--- src/sv/imt_pkg.sv ---
// Shared constants, controller states and command/status structs of the interval median tracker.
package imt_pkg;

  // Default ring depth and fixed field widths.
  localparam int unsigned IMT_WINDOW = 100;
  localparam int unsigned STAMP_W    = 32;
  localparam int unsigned COUNT_W    = 8;

  // Controller states.
  typedef enum logic [3:0] {
    ST_IDLE,
    ST_FILL,
    ST_FILL_DRAIN,
    ST_CAND_RD,
    ST_CAND_LD,
    ST_SWEEP,
    ST_SWEEP_DRAIN,
    ST_CHECK,
    ST_DONE
  } imt_state_e;

  // Commands from the controller to the datapath.
  typedef struct packed {
    logic record;       // store the incoming timestamp
    logic start;        // latch the interval count and rewind the counters
    logic fill_issue;   // read the next stamp, newest first
    logic cand_issue;   // read the current candidate interval
    logic cand_load;    // capture the candidate, clear the rank counters
    logic sweep_issue;  // read the next interval for comparison
    logic check;        // take the candidate or step to the next one
    logic emit;         // load the output register
  } imt_cmd_t;

  // Status from the datapath to the controller.
  typedef struct packed {
    logic q_empty;      // fewer than two stamps stored
    logic fill_last;    // the oldest needed stamp is being read
    logic sweep_last;   // the last interval is being read
    logic found;        // candidate sits at the median rank
    logic out_free;     // output register can take a word
  } imt_stat_t;

endpackage

--- src/sv/imt_ctrl.sv ---
// Controller of the interval median tracker: sequences record, interval fill and rank search.
module imt_ctrl (
  input  logic                clk_i,
  input  logic                rst_ni,
  input  logic                in_valid_i,
  input  logic                in_action_i,
  output logic                in_ready_o,
  input  imt_pkg::imt_stat_t  stat_i,
  output imt_pkg::imt_cmd_t   cmd_o
);
  import imt_pkg::*;

  imt_state_e state_q, state_d;

  // State register.
  always_ff @(posedge clk_i or negedge rst_ni) begin
    if (!rst_ni) begin
      state_q <= ST_IDLE;
    end else begin
      state_q <= state_d;
    end
  end

  // Next state and commands.
  always_comb begin
    state_d    = state_q;
    cmd_o      = '0;
    in_ready_o = 1'b0;
    unique case (state_q)
      ST_IDLE: begin
        in_ready_o = 1'b1;
        if (in_valid_i && !in_action_i) begin
          cmd_o.record = 1'b1;
        end else if (in_valid_i && in_action_i) begin
          cmd_o.start = 1'b1;
          state_d     = stat_i.q_empty ? ST_DONE : ST_FILL;
        end
      end
      ST_FILL: begin
        cmd_o.fill_issue = 1'b1;
        if (stat_i.fill_last) begin
          state_d = ST_FILL_DRAIN;
        end
      end
      ST_FILL_DRAIN: begin
        state_d = ST_CAND_RD;
      end
      ST_CAND_RD: begin
        cmd_o.cand_issue = 1'b1;
        state_d          = ST_CAND_LD;
      end
      ST_CAND_LD: begin
        cmd_o.cand_load = 1'b1;
        state_d         = ST_SWEEP;
      end
      ST_SWEEP: begin
        cmd_o.sweep_issue = 1'b1;
        if (stat_i.sweep_last) begin
          state_d = ST_SWEEP_DRAIN;
        end
      end
      ST_SWEEP_DRAIN: begin
        state_d = ST_CHECK;
      end
      ST_CHECK: begin
        cmd_o.check = 1'b1;
        state_d     = stat_i.found ? ST_DONE : ST_CAND_RD;
      end
      ST_DONE: begin
        if (stat_i.out_free) begin
          cmd_o.emit = 1'b1;
          state_d    = ST_IDLE;
        end
      end
      default: begin
        state_d = ST_IDLE;
      end
    endcase
  end

endmodule

--- config.mk ---
export PLATFORM = sky130hd
export DESIGN_NAME = imt_ctrl
export DESIGN_NICKNAME = d
export VERILOG_FILES = /design/src/sv/imt_pkg.sv /design/src/sv/imt_ctrl.sv
export SDC_FILE = /design/constraint.sdc
export NUM_CORES = 1
export LEC_CHECK = 0
export BUFFER_PORTS_ARGS = -buffer_cell sky130_fd_sc_hd__clkbuf_2
export CORE_AREA = 2 2 39 41
export CTS_CLUSTER_DIAMETER = 30
export DETAILED_ROUTE_END_ITERATION = 7
export DIE_AREA = 0 0 41 43
export GPL_ROUTABILITY_DRIVEN = 0
export HOLD_SLACK_MARGIN = 0.02
export PLACE_DENSITY = 0.53
export SETUP_SLACK_MARGIN = 0.05
export SLEW_MARGIN = 5
export SYNTH_ARGS = -nofsm -noshare
export SYNTH_HDL_FRONTEND = slang
export SYNTH_SLANG_ARGS = --single-unit
--- constraint.sdc ---
create_clock -name clk_i -period 2.1 [get_ports clk_i]
set_clock_uncertainty 0.1 [all_clocks]
set_input_delay 0.21 -clock clk_i [delete_from_list [all_inputs] [get_ports clk_i]]
set_output_delay 0.21 -clock clk_i [all_outputs]
set_load 0.02 [all_outputs]
== Word-level counts from Yosys, hierarchy flattened ==
Cells that the tools add are included.
Storage, ports and cells
  bits in registers: 4
  output and inout port bits: 9
Cells by class
  equality and inequality tests: 13
  muxes and demuxes: 20
  reductions and logical operators: 5
Operator list (number)
  one-hot mux 4 bit (9 select lines): 1
  two-way mux 4 bit: 7
  == test 4 x 3 -> 1 bit, second input constant: 4
  two-way mux 1 bit: 11
  != test 2 bit, second input constant: 5
  == test 4 x 2 -> 1 bit, second input constant: 2
  AND reduction 5 bit: 1
  == test 4 x 1 -> 1 bit, second input constant: 1
  == test 4 bit, second input constant: 1
  zero test 4 bit: 1
  logical AND 1 bit: 2
  two-way mux 2 bit: 1
  zero test 1 bit: 1

== Logic depth before layout (Yosys ltp) ==
  depth in word-level cells: 4
  gate-level depth with buffers: 5

== Worst setup path before layout ==
OpenSTA, ideal clock, no wires.
  kind: reg-to-reg
  start: register state_q[1]
  end: register state_q[0]
  arrival time: 1519 ps
  required time: 1872 ps
  setup slack: 354 ps
  stages on the path, launching flop included: 6
  path buffers: 1
  period minus slack after synthesis: 1746 ps
  path through: dfrtp_1 -> buf_6 -> nor4bb_4 -> a22oi_2 -> o31ai_2 -> mux2_1
Between the ends
  cells in the longest elaborated chain, start to end: 3
  elaborated cells on any way between the ends: 16
  those cells by class: 13 x eq/ne; 1 x mux; 2 x reduce/logical
RTL lines
  start: declaration: RTL line imt_ctrl.sv:13  | imt_state_e state_q, state_d;
  start signal: assignment: RTL line imt_ctrl.sv:20  | state_q <= state_d;
  == test 4 x 1 -> 1 bit, or another cell as far along: RTL line imt_ctrl.sv:29  | unique case (state_q)
  != test 2 bit (no line)
  AND reduction 5 bit (no line)
Several ways; a longest one is shown, not always the timed one.
A chain may end at the register's enable or synchronous reset.

==> results.py <==
metrics = {
    "routing": {
        "viasPerCell": 4.69,
        "wl_per_cell_um": 10.6,
        "firstDrtPassIters": 3,
        "drt-initial-drc-count": 3,
        "detail_route.wirelength_um": 849,
        "via_count": 375,
        "drt.antenna.violating_nets": 0,
        "drcViolationCount": 0,
    },
    "floorplan": {
        "dieArea_sq_mm": 0.00176,
        "start_util_pct": 28.6,
        "num_rows": 14,
        "die_h_um": 43,
        "io_pins": 18,
        "coreArea_sq_mm": 0.00138,
        "die_x_um": 41,
    },
    "critical_path": {
        "start_kind": "flip-flop",
        "cpPeakStageDelay_ns": 0.52,
        "worstPathBufferInverterCount": 1,
        "crit_path_max_fanout": 10,
        "cp-end-kind": "output pin",
        "crit_family": "simple AND/OR/NAND/NOR gates",
        "cp_cell_sequence": "nor4_4 > and3_1 > clkbuf_2",
        "path_class": "reg -> out",
        "crit_slowest_cell": "dfrtp_1",
        "required_ns": 1.79,
        "cp.arrival_ns": 1.54,
    },
    "cells_and_area": {
        "reg_top3": "state_q: 4 flops",
        "drive_gt1_share_pct": 37.5,
        "area_growth_pct": 26.6,
        "layout_commonest_cell": "clkbuf_2",
        "top_register": "state_q",
        "nets": 75,
        "antenna_cells": 0,
        "largest_reg_flops": 4,
        "postLayoutCoreUtil_pct": 36.2,
        "final_cell_mix": "17 x clkbuf_2, 7 x nor2_1, 5 x nand2_1",
    },
    "synth": {
        "syn_inst": 47,
        "synth_top_cell_by_area": "dfrtp_1",
        "yosysWarningCount": 0,
        "seq_area_frac_synth_pct": 25.3,
        "synthTopCellsByArea": "dfrtp_1 25%, nor2_1 6.6%, nor4bb_4 6.3%",
        "syn_area_sq_um": 395,
        "synth.distinct_cells": 27,
        "synth_seq_cells": 4,
        "syn_nets": 56,
        "avgSynthCellArea_sq_um": 8.41,
        "synth_top_area_share_pct": 25.3,
    },
    "cts": {
        "numCtsBuffers": 3,
        "clk_path_buf_depth": 2,
        "cts_num_sinks": 4,
        "cts_tree": "yes",
        "ctsRootBufferMaster": "clkbuf_4",
        "cts.htree.levels": 1,
        "clkSlewWorstSetupHoldPaths_ns": 0.04,
        "clk_latency_ns": 0.23,
    },
    "sta": {
        "finalMaxSlewViolations": 0,
        "setup_tns_ns": 0,
        "period_needed_ns": 1.85,
        "finalHoldViolCount": 0,
        "rsz0062_at_grt": "false",
        "fmax_ghz": 0.542,
        "fin_crit_sh_pct": 87.9,
        "max_slew.worst_pin.slew_ns": 0.525,
        "max-slew-margin-rel_pct": 65.0,
        "setup_viol": 0,
    },
    "grt": {
        "grt_max_degree": 14,
        "track_usage_pct": 11.0,
        "grt_pass1_vias": 313,
        "grt_pass1_wl_mm": 1.30,
        "antenna_found_initial": 0,
        "grt_overflow": 0,
    },
    "worst_hold_path": {
        "min_path_type": "in -> reg",
    },
    "flow_run": {
        "cap_viol_max_count": 0,
    },
    "pwr": {
        "max-vdd-ir-drop_uv": 579,
        "p_leak_nw": 0.242,
        "power_density_mw_per_mm2": 1600,
    },
    "placement": {
        "dp_hpwl_um": 648,
        "io_buffers": 17,
    },
    "run_status": {
        "outcome": "finished, final reports clean",
    },
}
-- metal layers --
| metal | wire length, um | GRT usage, % |
|---|---|---|
| met5 | 0 | 0 |
| met3 | 31 | 3.14 |
| met4 | 0 | 4.00 |
| met2 | 406 | 14.1 |
| met1 | 411 | 16.9 |
-- kinds of logic (layout without fill, tap and decap cells) --
kind of cell	after synthesis	after routing	synth area share, %
AOI/OAI and AO/OA	10	10	19.9
and+or+nand+nor	23	23	37.7
buffers and inverters	8	25	12.0
xor gates and xnor gates	1	1	2.22
muxes	1	1	2.85
DFF	4	4	25.3
-- synth_stat cells (all sizes together) --
library cell and instances:
nor3b 1, inv 4, or2b 1, nor4bb 1, mux2 1, a21o 1
a21oi 1, a22oi 1, nand2 5, nor3 2, dfrtp 4, buf 4
and3 1, nor4b 1, o21bai 1, o21ai 1, nor2 7, nor4 2
nand3 1, nor2b 1, xnor2 1, a211oi 1, a31oi 2, o31ai 1
o32ai 1
-- area by class of cell --
cell class	count	area, sq um
fill	152	883
timing repair buffer	18	95.1
sequential	4	100
clock buffer	3	22.5
multi-input combinational	35	248
inverter	4	15.0
tap	16	20.0
-- what timing repair did --
action                    CTS  global route
buffers inserted            0             0
hold endpoints to repair    4             0
resized for setup           0             0
hold buffers                1             0
-- report_power, final --
part	internal, W	switching (W)	leakage [nW]
sequential	0.000117	0.000136	0.0499
combinational	0.000216	0.000236	0.178
clock	0.0000638	0.0000292	0.0138
total	0.000397	0.000402	0.242
-- worst reg2reg max path, cell delays in order, from the launching register on --
cell and delay (ns):
dfrtp_1 0.56, nor4bb_4 0.41, a22oi_2 0.14, o31ai_2 0.08, mux2_1 0.34
-- per-stage QoR --
step / instances / total power, W / hold slack (ns) / area, sq um / setup slack [ns]
3_5_place_dp: 76 / 0.000709 / -0.0821 / 468 / 0.349
6_report: 80 / 0.000798 / 0.0901 / 500 / 0.255
2_1_floorplan: 47 / 0.000643 / -0.186 / 395 / 0.354
3_3_place_gp: 76 / 0.000714 / -0.0790 / 468 / 0.342
4_1_cts: 80 / 0.000807 / 0.0809 / 500 / 0.252
5_1_grt: 80 / 0.000874 / 0.0865 / 500 / 0.114
-- final timing paths --
path	start	to	slack, ns	depth (start not counted)
setup reg to reg	state_q[2]$_DFFE_PN0P_	state_q[0]$_DFFE_PN0P_	0.36	4
hold reg to reg	state_q[0]$_DFFE_PN0P_	state_q[0]$_DFFE_PN0P_	0.65	1
min in group asynchronous	rst_ni	state_q[1]$_DFFE_PN0P_	0.22	2
setup / recovery	state_q[1]$_DFFE_PN0P_	cmd_o[6]	0.25	3
hold / removal	stat_i[0]	state_q[3]$_DFFE_PN0P_	0.09	2
max in group asynchronous	rst_ni	state_q[3]$_DFFE_PN0P_	1.56	2
(Power assumes the default switching activity.)
